### src/design/rau_pkg.sv
// Package for the rational arithmetic unit: command, status and order codes,
// controller states and the command/status structs between controller and datapath.
// No dependencies.
`timescale 1ns / 1ps
package rau_pkg;

	localparam int OPERAND_WIDTH_DEF = 32;
	localparam int FIELD_W = 32;
	localparam int WORD_W = 64;

	localparam logic [2:0] CMD_ADD = 3'd0;
	localparam logic [2:0] CMD_SUB = 3'd1;
	localparam logic [2:0] CMD_MUL = 3'd2;
	localparam logic [2:0] CMD_DIV = 3'd3;
	localparam logic [2:0] CMD_CMP = 3'd4;

	localparam logic [1:0] ST_OK = 2'd0;
	localparam logic [1:0] ST_ZERO_DEN = 2'd1;
	localparam logic [1:0] ST_DIV_ZERO = 2'd2;

	localparam logic [1:0] ORD_LESS = 2'd0;
	localparam logic [1:0] ORD_EQUAL = 2'd1;
	localparam logic [1:0] ORD_GREATER = 2'd2;

	typedef enum logic [3:0] {
		S_IDLE,
		S_LOAD,
		S_GCD_INIT,
		S_GCD,
		S_DIV_INIT,
		S_DIV,
		S_WB,
		S_MUL,
		S_COMB,
		S_DIVZ,
		S_FIN
	} state_t;

	typedef enum logic [3:0] {
		OP_NONE,
		OP_LOAD,
		OP_GCD_INIT,
		OP_GCD_STEP,
		OP_DIV_INIT,
		OP_DIV_STEP,
		OP_WB,
		OP_MUL,
		OP_COMB,
		OP_DIVZ,
		OP_OUT_LOAD
	} op_t;

	typedef enum logic [1:0] {
		SEL_LEFT,
		SEL_RIGHT,
		SEL_QUOT,
		SEL_RES
	} sel_t;

	typedef struct packed {
		op_t  op;
		sel_t sel;
	} ctrl_t;

	typedef struct packed {
		logic [2:0] cmd;
		logic       zero_den;
		logic       gcd_done;
		logic       div_done;
		logic       rn_zero;
		logic       out_free;
	} stat_t;

endpackage

### src/design/rau_ctrl.sv
// Controller of the rational arithmetic unit: sequences operand reduction,
// multiplication, combination and result reduction. Depends on rau_pkg.
`timescale 1ns / 1ps
module rau_ctrl
	import rau_pkg::*;
(
	input  logic  clk,
	input  logic  arst_n,
	input  logic  in_valid,
	output logic  in_ready,
	input  stat_t stat,
	output ctrl_t ctrl
);

	state_t state_q, state_d;
	sel_t   sel_q, sel_d;

	always_ff @(posedge clk or negedge arst_n) begin
		if (!arst_n) begin
			state_q <= S_IDLE;
			sel_q <= SEL_LEFT;
		end else begin
			state_q <= state_d;
			sel_q <= sel_d;
		end
	end

	always_comb begin
		state_d = state_q;
		sel_d = sel_q;
		ctrl.op = OP_NONE;
		ctrl.sel = sel_q;
		in_ready = 1'b0;
		unique case (state_q)
			S_IDLE: begin
				in_ready = 1'b1;
				if (in_valid) begin
					ctrl.op = OP_LOAD;
					state_d = S_LOAD;
				end
			end
			S_LOAD: begin
				if (stat.zero_den) begin
					state_d = S_FIN;
				end else begin
					sel_d = SEL_LEFT;
					state_d = S_GCD_INIT;
				end
			end
			S_GCD_INIT: begin
				ctrl.op = OP_GCD_INIT;
				state_d = S_GCD;
			end
			S_GCD: begin
				ctrl.op = OP_GCD_STEP;
				if (stat.gcd_done) state_d = S_DIV_INIT;
			end
			S_DIV_INIT: begin
				ctrl.op = OP_DIV_INIT;
				state_d = S_DIV;
			end
			S_DIV: begin
				ctrl.op = OP_DIV_STEP;
				if (stat.div_done) state_d = S_WB;
			end
			S_WB: begin
				ctrl.op = OP_WB;
				unique case (sel_q)
					SEL_LEFT: begin
						sel_d = SEL_RIGHT;
						state_d = S_GCD_INIT;
					end
					SEL_RIGHT: begin
						// The right operand is only final after this write, so the
						// zero check for divide is made afterwards in the multiply state.
						if (stat.cmd == CMD_DIV || stat.cmd == CMD_ADD || stat.cmd == CMD_SUB
							|| stat.cmd == CMD_MUL || stat.cmd == CMD_CMP) begin
							state_d = S_MUL;
						end else begin
							state_d = S_FIN;
						end
					end
					SEL_QUOT: state_d = S_MUL;
					SEL_RES:  state_d = S_FIN;
					default:  state_d = S_FIN;
				endcase
			end
			S_MUL: begin
				if (stat.cmd == CMD_DIV && sel_q == SEL_RIGHT) begin
					if (stat.rn_zero) begin
						state_d = S_DIVZ;
					end else begin
						sel_d = SEL_QUOT;
						state_d = S_GCD_INIT;
					end
				end else begin
					ctrl.op = OP_MUL;
					state_d = S_COMB;
				end
			end
			S_COMB: begin
				ctrl.op = OP_COMB;
				if (stat.cmd == CMD_CMP) begin
					state_d = S_FIN;
				end else begin
					sel_d = SEL_RES;
					state_d = S_GCD_INIT;
				end
			end
			S_DIVZ: begin
				ctrl.op = OP_DIVZ;
				state_d = S_FIN;
			end
			S_FIN: begin
				if (stat.out_free) begin
					ctrl.op = OP_OUT_LOAD;
					state_d = S_IDLE;
				end
			end
			default: state_d = S_IDLE;
		endcase
	end

endmodule

### config.mk
export PLATFORM = sky130hd
export DESIGN_NAME = rau_ctrl
export DESIGN_NICKNAME = d
export VERILOG_FILES = /design/src/design/rau_pkg.sv /design/src/design/rau_ctrl.sv
export SDC_FILE = /design/constraint.sdc
export NUM_CORES = 1
export LEC_CHECK = 0
export ABC_AREA = 1
export BUFFER_PORTS_ARGS = -buffer_cell sky130_fd_sc_hd__buf_2
export CAP_MARGIN = 0
export CORE_AREA = 2 2 39 41
export CTS_CLUSTER_DIAMETER = 80
export DETAILED_ROUTE_END_ITERATION = 8
export DIE_AREA = 0 0 41 43
export PLACE_DENSITY = 0.83
export SLEW_MARGIN = 5
export SYNTH_ARGS = -nofsm -noshare
export SYNTH_HDL_FRONTEND = slang
export SYNTH_SLANG_ARGS = --single-unit
### constraint.sdc
create_clock -name clk -period 1.85 [get_ports clk]
set_clock_uncertainty 0.15 [all_clocks]
set_input_delay 0.185 -clock clk [delete_from_list [all_inputs] [get_ports clk]]
set_output_delay 0.185 -clock clk [all_outputs]
set_load 0.05 [all_outputs]
==> summary.md, run 1 <==
| Metric | Value |
|---|---|
| Run status | complete, no violations |
| Critical path class | reg -> out |
| Iter 0 DRT Violations | 53 |
| DP Cell Count | around 140 |
| Pin count of the biggest net entering global routing | 11 |
| Final ANT Viol Nets | 0 |
| CP cell instances | inv_2 -> nor2_1 -> nand3_1 -> o21ai_1 -> buf_2 |
| Clock latency on the worst-skew pair | roughly 0.23 ns |
| Area grow syn2layout | 35.8% |
| Yosys warnings | 0 |
| Register area share after synthesis | 23.7% |
| Pwr Total | 1.48 mW |
| Vias | around 800 |
| Area of the multi-input gates | about 460 sq um |
| Mapped Area | approximately 630 sq um |
| DRC | 0 |
| Fillers | roughly 130 |
| Placed cell area | 744 sq um |
| H-tree Lvls | 1 |
| Kind of end point of the critical path | primary output |
| Unique masters post-synth | 20 |
| RD Place Congestion | between 0.8 and 0.9 |
| Number of max-cap violations | 0 |
| R2r startpoint | state_q[0]$_DFFE_PN0P_ |
| First-pass GRT wire length | roughly 2500 um |
| CP max-delay cell | dfrtp_2 |
| CP Data Arrival Time | between 1 and 1.5 ns |
| Worst-path clk slew | roughly 0.04 ns |
| # port buffers | 17 |
| GRT overflow | 0 |
| Crit path from | state_q[3]$_DFFE_PN0P_ |
| Final min period | 1.80 ns |
| All-layer global routing usage | 20.0% |
| Num CTS Buffers | 3 |
| Die Wd | between 40 and 50 um |
| Vias in the first global route | between 600 and 700 |
| Final setup viols | 0 |
| Syn Area/Cell | between 5 and 6 sq um |
| Post-synth top area share | a little under a quarter |
| Initial antenna violation count | 0 |
| CP max stage delay | ~0.43 ns |
| Fmax achieved | 0.556 GHz |
| CTS sink cnt | 6 |
| Layout cell share with drive strength beyond 1 | about 33% |
| WP data required | roughly 1.5 ns |
| Critical Path Start Type | flop |
| First-pass detailed-route iteration total | 5 |
| Final TNS setup | 0 ns |
| HPWL Detailed | between 1000 and 1500 um |
| Hold Vio Cnt, Final | 0 |
| Hold Crit Class | in -> reg |
| Power Density | about 1700 nW/um^2 |
| Root Buffer | clkbuf_4 |
| Drt total wl | around 1700 um |
| Via density per instance | around 5.2 |
| Syn_nets | ~120 |
| Core Area | 1380 sq um |
| Fin area | ~860 sq um |
| Register area | 155 sq um |
| Worst-Margin Slew | approximately 0.25 ns |
| Die ar. | ~1800 sq um |
| Rows | 14 |
| Lkg Pwr | 0.490 nW |
| CP max FO | 3 |
| CP bufs+invs | 2 |
| Nets | approximately 150 |
| I/O pin total | 18 |
| Hold path start | stat[2] |
| Most area-hungry cell type in the Yosys netlist | dfrtp_1 |
| Non-filler instance count after layout | 150 |
| Syn Inst Count | 110 |
| Final worst path period share | between 90% and 100% |
| Die Y | approximately 43 um |
| Max IR drop VDD | roughly 970 uV |
| Flops & latches, synth | 6 |
| Wirelength per Cell | around 11 um |
| Top delay family on crit path | flip-flops |
| CTS tree | yes |
| Initial Util | between 40% and 50% |
| # diodes | 0 |
| Slew Viols, Final | 0 |
| Clock Path Buffers | 2 |
| Rel. slew slack | about 83% |
| Synth area leaders | dfrtp_1, nand2_1, nand3_1, inv_1, nor2_1 |
==> Yosys cell counts <==
master / count
o2111ai_1: 1
o21ai_0: 7
nor3_1: 1
nor3b_1: 1
nand3b_1: 3
a21oi_1: 2
nand3_1: 11
o21a_1: 1
buf_6: 1
a31oi_1: 2
nand4_1: 1
inv_1: 13
nor2_4: 1
inv_2: 2
dfrtp_1: 6
nand2_1: 38
nor2_2: 2
nand3b_2: 1
nand2_2: 3
nor2_1: 13
==> cell families (layout without fill, tap and decap cells) <==
group / after synthesis / after routing / synth area share, %
simple gates: 75 / 75 / 54.0
compound gates: 13 / 13 / 11.7
buf+inv: 16 / 40 / 10.7
flops: 6 / 6 / 23.7
==> tightest hold or removal path, delay by kind of cell <==
family	cells	cell delay (ns)
buf+inv	1	0.07
simple gates	2	0.19
==> through the flow <==
step | worst slack [ns] | utilization [%] | hold WS (ns)
after floorplan | 0.0398 | - | -0.261
after global placement | 0.190 | 53.8 | -0.139
after detailed placement | 0.115 | 53.8 | -0.141
after CTS | 0.00288 | 57.0 | 0.105
after global routing | -0.00609 | 62.1 | 0.114
final | 0.0517 | 62.1 | 0.104
==> placed cells by master, fill, tap and decap left out, types with 3 or more instances in the layout <==
| master | count |
|---|---|
| buf_4 | 3 |
| inv_1 | 13 |
| nand2_2 | 4 |
| nand3b_1 | 3 |
| dfrtp_2 | 4 |
| nand3_1 | 10 |
| o21ai_0 | 6 |
| buf_2 | 15 |
| nor2_1 | 12 |
| nand2_1 | 36 |
| clkbuf_4 | 3 |
==> flip-flops by register name, indices dropped and copies added, names as in the netlist <==
register and flops:
sel_q 2, state_q 4
==> cell type report <==
| type | instances | share of cell area, % |
|---|---|---|
| timing repair buffer | 22 | 17.5 |
| multi-input combinational | 88 | 53.0 |
| sequential | 6 | 18.0 |
| tap | 16 | 2.33 |
| inverter | 15 | 6.55 |
| clock buffer | 3 | 2.62 |
==> layer usage <==
| layer | global-route usage, % | routed length (um) | up-vias |
|---|---|---|---|
| li1 | - | - | 402 |
| met1 | 27.4 | 718 | 338 |
| met2 | 31.6 | 844 | 39 |
| met3 | 2.62 | 102 | 2 |
| met4 | 6.00 | 3 | 0 |
| met5 | 0 | 0 | - |
==> worst paths after layout <==
kind / depth (start not counted) / to / slack, ns
min in group asynchronous: 2 / sel_q[1]$_DFFE_PN0P_ / 0.15
min reg2reg: 2 / sel_q[0]$_DFFE_PN0P_ / 0.44
min: 3 / state_q[2]$_DFFE_PN0P_ / 0.10
max in group asynchronous: 2 / state_q[0]$_DFFE_PN0P_ / 1.26
max reg2reg: 8 / sel_q[1]$_DFFE_PN0P_ / 0.25
max: 5 / ctrl[5] / 0.05
==> repair_timing <==
| action | 4_1_cts | 5_1_grt |
|---|---|---|
| pin swaps | 0 | 1 |
| resized for setup | 5 | 9 |
| setup endpoints to repair | 2 | 3 |
| hold buffers | 1 | 0 |
| endpoints found under the hold margin | 6 | 0 |
| setup buffers | 0 | 4 |
==> power by group <==
group	leakage [nW]	internal, mW	switching (mW)
Clock	0.0138	0.0727	0.0365
Sequential	0.0725	0.188	0.0848
Combinational	0.403	0.368	0.728
Note: power is estimated with default switching activity, not from simulation.
==> run 2: changes to the inputs <==
--- a/config.mk
+++ b/config.mk
@@ -8,11 +8,11 @@
 export ABC_AREA = 1
 export BUFFER_PORTS_ARGS = -buffer_cell sky130_fd_sc_hd__buf_2
 export CAP_MARGIN = 0
-export CORE_AREA = 2 2 39 41
+export CORE_MARGIN = 2
+export CORE_UTILIZATION = 45
 export CTS_CLUSTER_DIAMETER = 80
 export DETAILED_ROUTE_END_ITERATION = 8
-export DIE_AREA = 0 0 41 43
-export PLACE_DENSITY = 0.83
+export PLACE_DENSITY = 0.82
 export SLEW_MARGIN = 5
 export SYNTH_ARGS = -nofsm -noshare
 export SYNTH_HDL_FRONTEND = slang
==> constraint.sdc (replaced) <==
create_clock -name clk -period 1.53 [get_ports clk]
set_clock_uncertainty 0.15 [all_clocks]
set_input_delay 0.153 -clock clk [delete_from_list [all_inputs] [get_ports clk]]
set_output_delay 0.153 -clock clk [all_outputs]
set_load 0.05 [all_outputs]
==> run 2 against run 1 <==
The flow now stops in global routing (5_1_grt). Synthesized cell count unchanged. Area after synthesis unchanged.
==> summary.md, run 2 <==
| Metric | Value |
|---|---|
| Run status | did not finish |
| Failed at | global routing (5_1_grt) |
| Error | [ERROR DPL-0033] detailed placement checks failed during check placement. |
| Post-synth top area share | between 20% and 30% |
| Initial antenna violation count | 0 |
| # port buffers | 17 |
| Synth area leaders | dfrtp_1, nand2_1, nand3_1, inv_1, nor2_1 |
| Most area-hungry cell type in the Yosys netlist | dfrtp_1 |
| Post-GRT worst EP | ctrl[2] |
| Most used DFF post-synth | dfrtp_1 |
| I/O pin total | 18 |
| CTS sink cnt | 6 |
| Root Buffer | clkbuf_4 |
| Syn Area/Cell | around 5.8 sq um |
| Syn_nets | between 100 and 150 |
| H-tree Lvls | 1 |
| Num CTS Buffers | 3 |
| Worst endpoint type | primary output |
| DP Worst Slack | -0.0699 ns |
| Clock Path Buffers | 2 |
| Pin count of the biggest net entering global routing | 7 |
| Die Wd | between 40 and 50 um |
| Async SR Flop Fraction | between 90% and 100% |
| Syn Inst Count | 110 |
| RD Place Congestion | 0.891 |
| DP Cell Count | 160 |
| Most frequent cell after synthesis | nand2_1 |
| Initial Util | roughly 50% |
| Most frequent cells after synthesis | nand2_1, inv_1, nor2_1, nand3_1, o21ai_0 |
| Rows | 13 |
| Die Y | around 42 um |
| Register area share after synthesis | about a quarter |
| Flops & latches, synth | 6 |
| Mapped Area | 633 sq um |
| Post-synth EDFFs | 0 |
| Unique masters post-synth | 20 |
| Yosys warnings | 0 |
| HPWL Detailed | roughly 1800 um |
-- run 2: what timing repair did --
item                                   in CTS
cloned                                      0
gates resized for setup                    38
pin swaps                                  10
hold buffers                                1
setup endpoints to repair                  11
endpoints found under the hold margin       6
setup buffers                              10
-- run 2: per-stage QoR --
step | TNS [ns] | instance area (sq um) | hold slack [ns]
after floorplan | 0 | 713 | -0.293
after global placement | -0.145 | 948 | -0.173
after detailed placement | -0.382 | 948 | -0.171
after CTS | -0.636 | 1170 | 0.0940
-- run 2: kinds of logic after synthesis --
logic type	after synthesis	synth area share [%]
compound gates	13	11.7
simple gates	75	54.0
flops	6	23.7
buf+inv	16	10.7
==> run 3: changes to the inputs <==
--- a/config.mk
+++ b/config.mk
@@ -8,11 +8,10 @@
 export ABC_AREA = 1
 export BUFFER_PORTS_ARGS = -buffer_cell sky130_fd_sc_hd__buf_2
 export CAP_MARGIN = 0
-export CORE_MARGIN = 2
-export CORE_UTILIZATION = 45
-export CTS_CLUSTER_DIAMETER = 80
+export CORE_AREA = 2 2 63 65
 export DETAILED_ROUTE_END_ITERATION = 8
-export PLACE_DENSITY = 0.82
+export DIE_AREA = 0 0 65 67
+export PLACE_DENSITY_LB_ADDON = 0.15
 export SLEW_MARGIN = 5
 export SYNTH_ARGS = -nofsm -noshare
 export SYNTH_HDL_FRONTEND = slang
==> constraint.sdc (replaced) <==
create_clock -name clk -period 1.99 [get_ports clk]
set_clock_uncertainty 0.15 [all_clocks]
set_input_delay 0.199 -clock clk [delete_from_list [all_inputs] [get_ports clk]]
set_output_delay 0.199 -clock clk [all_outputs]
set_load 0.05 [all_outputs]
==> run 3 against run 2 <==
The run now ends clean.
==> summary.md, run 3 (synthesized netlist as in run 1, its figures left out) <==
| Metric | Value |
|---|---|
| RD Place Congestion | about 0.83 |
| Worst path most repeated cell | inv_2 |
| Critical path class | reg -> out |
| Final setup viols | 0 |
| First-pass detailed-route iteration total | 4 |
| Hold_ws | about 0.13 ns |
| Rows | 22 |
| Placed cell area | around 770 sq um |
| Kind of end point of the critical path | primary output |
| Clock latency on the worst-skew pair | 0.21 ns |
| Iter 0 DRT Violations | 40 |
| Reg2reg path depth | 8 |
| Worst-Margin Slew | around 0.32 ns |
| DRC | 0 |
| Max IR drop VDD | between 300 and 400 uV |
| Vias | 753 |
| # port buffers | 17 |
| Final worst path period share | between 90 and 100% |
| Root Buffer | clkbuf_8 |
| # diodes | 0 |
| R2R Path End | sel_q[1]$_DFFE_PN0P_ |
| Hold Crit Class | in -> reg |
| Most frequent cells in the layout | nand2_1, buf_2, inv_1 |
| Num CTS Buffers | 3 |
| Hold path start | stat[2] |
| Critical Path Start Type | flop |
| Hold Path End | state_q[2]$_DFFE_PN0P_ |
| Drt total wl | around 1800 um |
| Number of max-cap violations | 0 |
| Final min period | between 1.5 and 2 ns |
| Post-CTS Setup Bufs | 0 |
| Wire length on met2 | roughly 920 um |
| Layout cell share with drive strength beyond 1 | 26.2% |
| Slew Viols, Final | 0 |
| Run status | complete, no violations |
| CP Data Arrival Time | 1.52 ns |
| Post-layout util | a little under a quarter |
| CP max stage delay | roughly 0.45 ns |
| Via density per instance | 4.23 |
| RSZ-0062 raised after global routing | false |
| Met1 Wirelength | 783 um |
| WP data required | between 1.5 and 2 ns |
| Vias in the first global route | between 700 and 800 |
| Fmax achieved | approximately 0.54 GHz |
| Die ar. | 4360 sq um |
| Commonest non-fill, non-tap cell in the layout | nand2_1 |
| CP cell instances | inv_2 -> nand2_2 -> inv_2 -> nand2_1 -> o21ai_0 -> nor2_1 -> nand3_1 -> clkbuf_4 |
| First-pass GRT wire length | 2990 um |
| Reg2Reg Setup Slack | ~0.38 ns |
| Fin area | 835 sq um |
| CTS sink cnt | 6 |
| HPWL Detailed | around 1600 um |
| I/O pin total | 18 |
| H-tree Lvls | 1 |
| CP max FO | 7 |
| CP max-delay cell | dfrtp_2 |
| Final TNS setup | 0 ns |
| R2r startpoint | state_q[0]$_DFFE_PN0P_ |
| Rel. slew slack | a little under 80% |
| DR WL met3 | ~75 um |
| Worst-path clk slew | around 0.030 ns |
| Highest routed layer | met3 |
| Hold depth | 3 |
| Nets | between 100 and 150 |
| Hold Vio Cnt, Final | 0 |
| Max FFs per register | 4 |
| Lkg Pwr | about 0.46 nW |
| Power Density | ~1600 nW/um^2 |
| Clock Path Buffers | 2 |
| Initial Util | 17.6% |
| Wirelength per Cell | about 10 um |
| Area grow syn2layout | 31.8% |
| Final ANT Viol Nets | 0 |
| Most flop-heavy register | state_q |
| Die Y | approximately 67 um |
| Core Area | 3610 sq um |
| Largest registers | state_q (4), sel_q (2) |
| Pin count of the biggest net entering global routing | 11 |
| All-layer global routing usage | ~8.8% |
| Die Wd | 65 um |
| GRT overflow | 0 |
| CTS tree | yes |
| Initial antenna violation count | 0 |
==> run 3: worst max-delay path, delay by kind of cell, from the launching register on <==
kind,cells,cell delay (ns)
buf+inv,3,0.41
flops,1,0.45
simple gates,4,0.30
compound gates,1,0.14
==> run 3: layout make-up <==
| type | instances | area [sq um] |
|---|---|---|
| fillers | 433 | 2770 |
| well taps | 48 | 60.1 |
| repair buffers | 18 | 97.6 |
| inverters | 15 | 56.3 |
| multi-input cells | 88 | 427 |
| clock buffers | 3 | 41.3 |
| flip-flops and latches | 6 | 153 |
==> run 3: power breakdown <==
group / internal [mW] / total [mW] / switching (mW) / leakage, nW
logic: 0.249 / 0.871 / 0.622 / 0.362
clock network: 0.129 / 0.171 / 0.0416 / 0.0216
registers: 0.172 / 0.254 / 0.0828 / 0.0751
total: 0.550 / 1.30 / 0.746 / 0.459
==> run 3: how the worst max path moves through the flow <==
stage                            from      end  slack [ns]  cells after the start
4_1_cts        state_q[1]$_DFFE_PN0P_  ctrl[2]        0.03                      7
3_3_place_gp   state_q[3]$_DFFE_PN0P_  ctrl[2]        0.28                      8
5_1_grt        state_q[3]$_DFFE_PN0P_  ctrl[2]        0.01                      8
6_report       state_q[3]$_DFFE_PN0P_  ctrl[2]        0.12                      8
3_5_place_dp   state_q[1]$_DFFE_PN0P_  ctrl[2]        0.26                      7
2_1_floorplan  state_q[2]$_DFFE_PN0P_  ctrl[2]        0.06                      5
==> run 3: per-stage QoR <==
stage | total power, mW | worst slack, ns | std cells
6_report | 1.30 | 0.123 | 178
3_3_place_gp | 1.13 | 0.283 | 174
4_1_cts | 1.28 | 0.0284 | 178
5_1_grt | 1.41 | 0.0104 | 178
3_5_place_dp | 1.11 | 0.261 | 174
2_1_floorplan | 0.932 | 0.0562 | 110
==> run 3: timing repair <==
item | CTS | global route
endpoints found under the hold margin | 6 | 0
resized for setup | 0 | 5
setup endpoints to repair | 0 | 2
hold buffers | 1 | 0
==> run 3: routing by layer <==
layer	GRT usage (%)	vias to the layer above
met5	0	-
met4	1.60	0
li1	-	393
met2	17.5	15
met1	9.64	345
met3	1.52	0
==> run 4: changes to the inputs <==
--- a/config.mk
+++ b/config.mk
@@ -12,6 +12,7 @@
 export DETAILED_ROUTE_END_ITERATION = 8
 export DIE_AREA = 0 0 65 67
 export PLACE_DENSITY_LB_ADDON = 0.15
+export RECOVER_POWER = 25
 export SLEW_MARGIN = 5
 export SYNTH_ARGS = -nofsm -noshare
 export SYNTH_HDL_FRONTEND = slang
==> run 4 against run 3 <==
Non-clock buffer count did not move. Design area fell by 0.15%. Clock power hardly changed. Utilization barely moved. Routed wire length unchanged. Flip-flop and latch count is the same. Worst hold slack stayed put.
==> summary.md, run 4 (synthesized netlist as in run 1, its figures left out) <==
| Metric | Value |
|---|---|
| CP Data Arrival Time | around 1.5 ns |
| Highest routed layer | met3 |
| Initial Util | between 15 and 20% |
| # diodes | 0 |
| Final setup margin | 0.123 ns |
| Final min period | 1.87 ns |
| Initial antenna violation count | 0 |
| Max IR drop VDD | approximately 360 uV |
| Clock latency on the worst-skew pair | between 0.2 and 0.25 ns |
| Core Area | about 3600 sq um |
| RSZ-0062 raised after global routing | false |
| Clock Path Buffers | 2 |
| I/O pin total | 18 |
| CTS sink cnt | 6 |
| Wirelength per Cell | around 10 um |
| Pin count of the biggest net entering global routing | 11 |
| Most frequent cells in the layout | nand2_1, buf_2, inv_1 |
| All-layer global routing usage | under 10% |
| Hold_ws | ~0.13 ns |
| Worst-path clk slew | around 0.03 ns |
| Rows | 22 |
| Die Y | roughly 67 um |
| DP Worst Slack | 0.261 ns |
| Final TNS setup | 0 ns |
| Hold Crit Class | in -> reg |
| CP max FO | 7 |
| Vias | roughly 750 |
| Final ANT Viol Nets | 0 |
| Worst-Margin Slew | around 0.32 ns |
| Final worst path period share | between 90% and 100% |
| Vias in the first global route | 711 |
| HPWL Detailed | between 1500 and 2000 um |
| Nets | 143 |
| Lkg Pwr | about 0.46 nW |
| Most flop-heavy register | state_q |
| First-pass GRT wire length | around 3000 um |
| Final setup viols | 0 |
| Hold Vio Cnt, Final | 0 |
| Largest registers | state_q (4), sel_q (2) |
| Kind of end point of the critical path | primary output |
| H-tree Lvls | 1 |
| Root Buffer | clkbuf_8 |
| Layout cell share with drive strength beyond 1 | around 25% |
| Drt total wl | about 1800 um |
| Run status | complete, no violations |
| Number of max-cap violations | 0 |
| DRC | 0 |
| RD Place Congestion | 0.826 |
| Slew Viols, Final | 0 |
| GRT overflow | 0 |
| Commonest non-fill, non-tap cell in the layout | nand2_1 |
| Rel. slew slack | about four fifths |
| CTS tree | yes |
| Max FFs per register | 4 |
| DR WL met3 | ~75 um |
| Met1 Wirelength | 783 um |
| Fmax achieved | 0.536 GHz |
| Wire length on met2 | roughly 920 um |
| WP data required | approximately 1.6 ns |
| Die ar. | 4360 sq um |
| First-pass detailed-route iteration total | 4 |
| Iter 0 DRT Violations | 39 |
| Critical Path Start Type | flop |
| Area grow syn2layout | 31.6% |
| Critical path class | reg -> out |
| Num CTS Buffers | 3 |
| # port buffers | 17 |
| Power Density | 1550 nW/um^2 |
| Die Wd | ~65 um |
| Via density per instance | 4.23 |
-- run 4: cell type report --
cell class                 instances  area [sq um]
clock buffer                       3          41.3
fill                             431          2770
inverter                          15          56.3
multi-input combinational         88           427
sequential                         6           153
tap                               48          60.1
timing repair buffer              18          96.3
-- run 4: repair_timing --
item,CTS,global route
hold buffers,1,0
resized for setup,0,5
endpoints found under the setup margin,0,2
setup buffers,0,0
hold endpoints to repair,6,0
-- run 4: routing by layer --
metal / GRT usage [%] / up-vias
li1: - / 393
met1: 9.64 / 345
met2: 17.5 / 15
met3: 1.52 / 0
met4: 1.60 / 0
met5: 0 / -
-- run 4: critical path, cell delays in order (launching register included) --
cell      delay [ns]
dfrtp_2         0.45
inv_2           0.09
nand2_2         0.11
inv_2           0.10
nand2_1         0.06
o21ai_0         0.14
nor2_1          0.06
nand3_1         0.07
clkbuf_4        0.22
-- run 4: power by group --
group,internal [mW],total (mW),switching (mW),leakage (nW)
sequential,0.172,0.254,0.0828,0.0751
combinational,0.249,0.871,0.622,0.360
clock,0.129,0.171,0.0416,0.0216
-- run 4: worst paths after layout --
kind | from | to | slack (ns) | cells past startpoint
max | state_q[3]$_DFFE_PN0P_ | ctrl[2] | 0.12 | 8
min | stat[2] | state_q[2]$_DFFE_PN0P_ | 0.13 | 3
max in group asynchronous | arst_n | state_q[1]$_DFFE_PN0P_ | 1.18 | 2
min reg2reg | sel_q[1]$_DFFE_PN0P_ | sel_q[1]$_DFFE_PN0P_ | 0.40 | 2
max reg2reg | state_q[0]$_DFFE_PN0P_ | sel_q[1]$_DFFE_PN0P_ | 0.38 | 8
min in group asynchronous | arst_n | sel_q[0]$_DFFE_PN0P_ | 0.24 | 2
-- run 4: stage by stage --
step	power [mW]	utilization, %	std cells	cell area [sq um]
floorplan	0.932	-	110	639
global placement	1.13	21.4	174	773
detailed placement	1.11	21.4	174	773
CTS	1.28	22.9	178	825
global route	1.41	23.1	178	833
finish	1.30	23.1	178	833
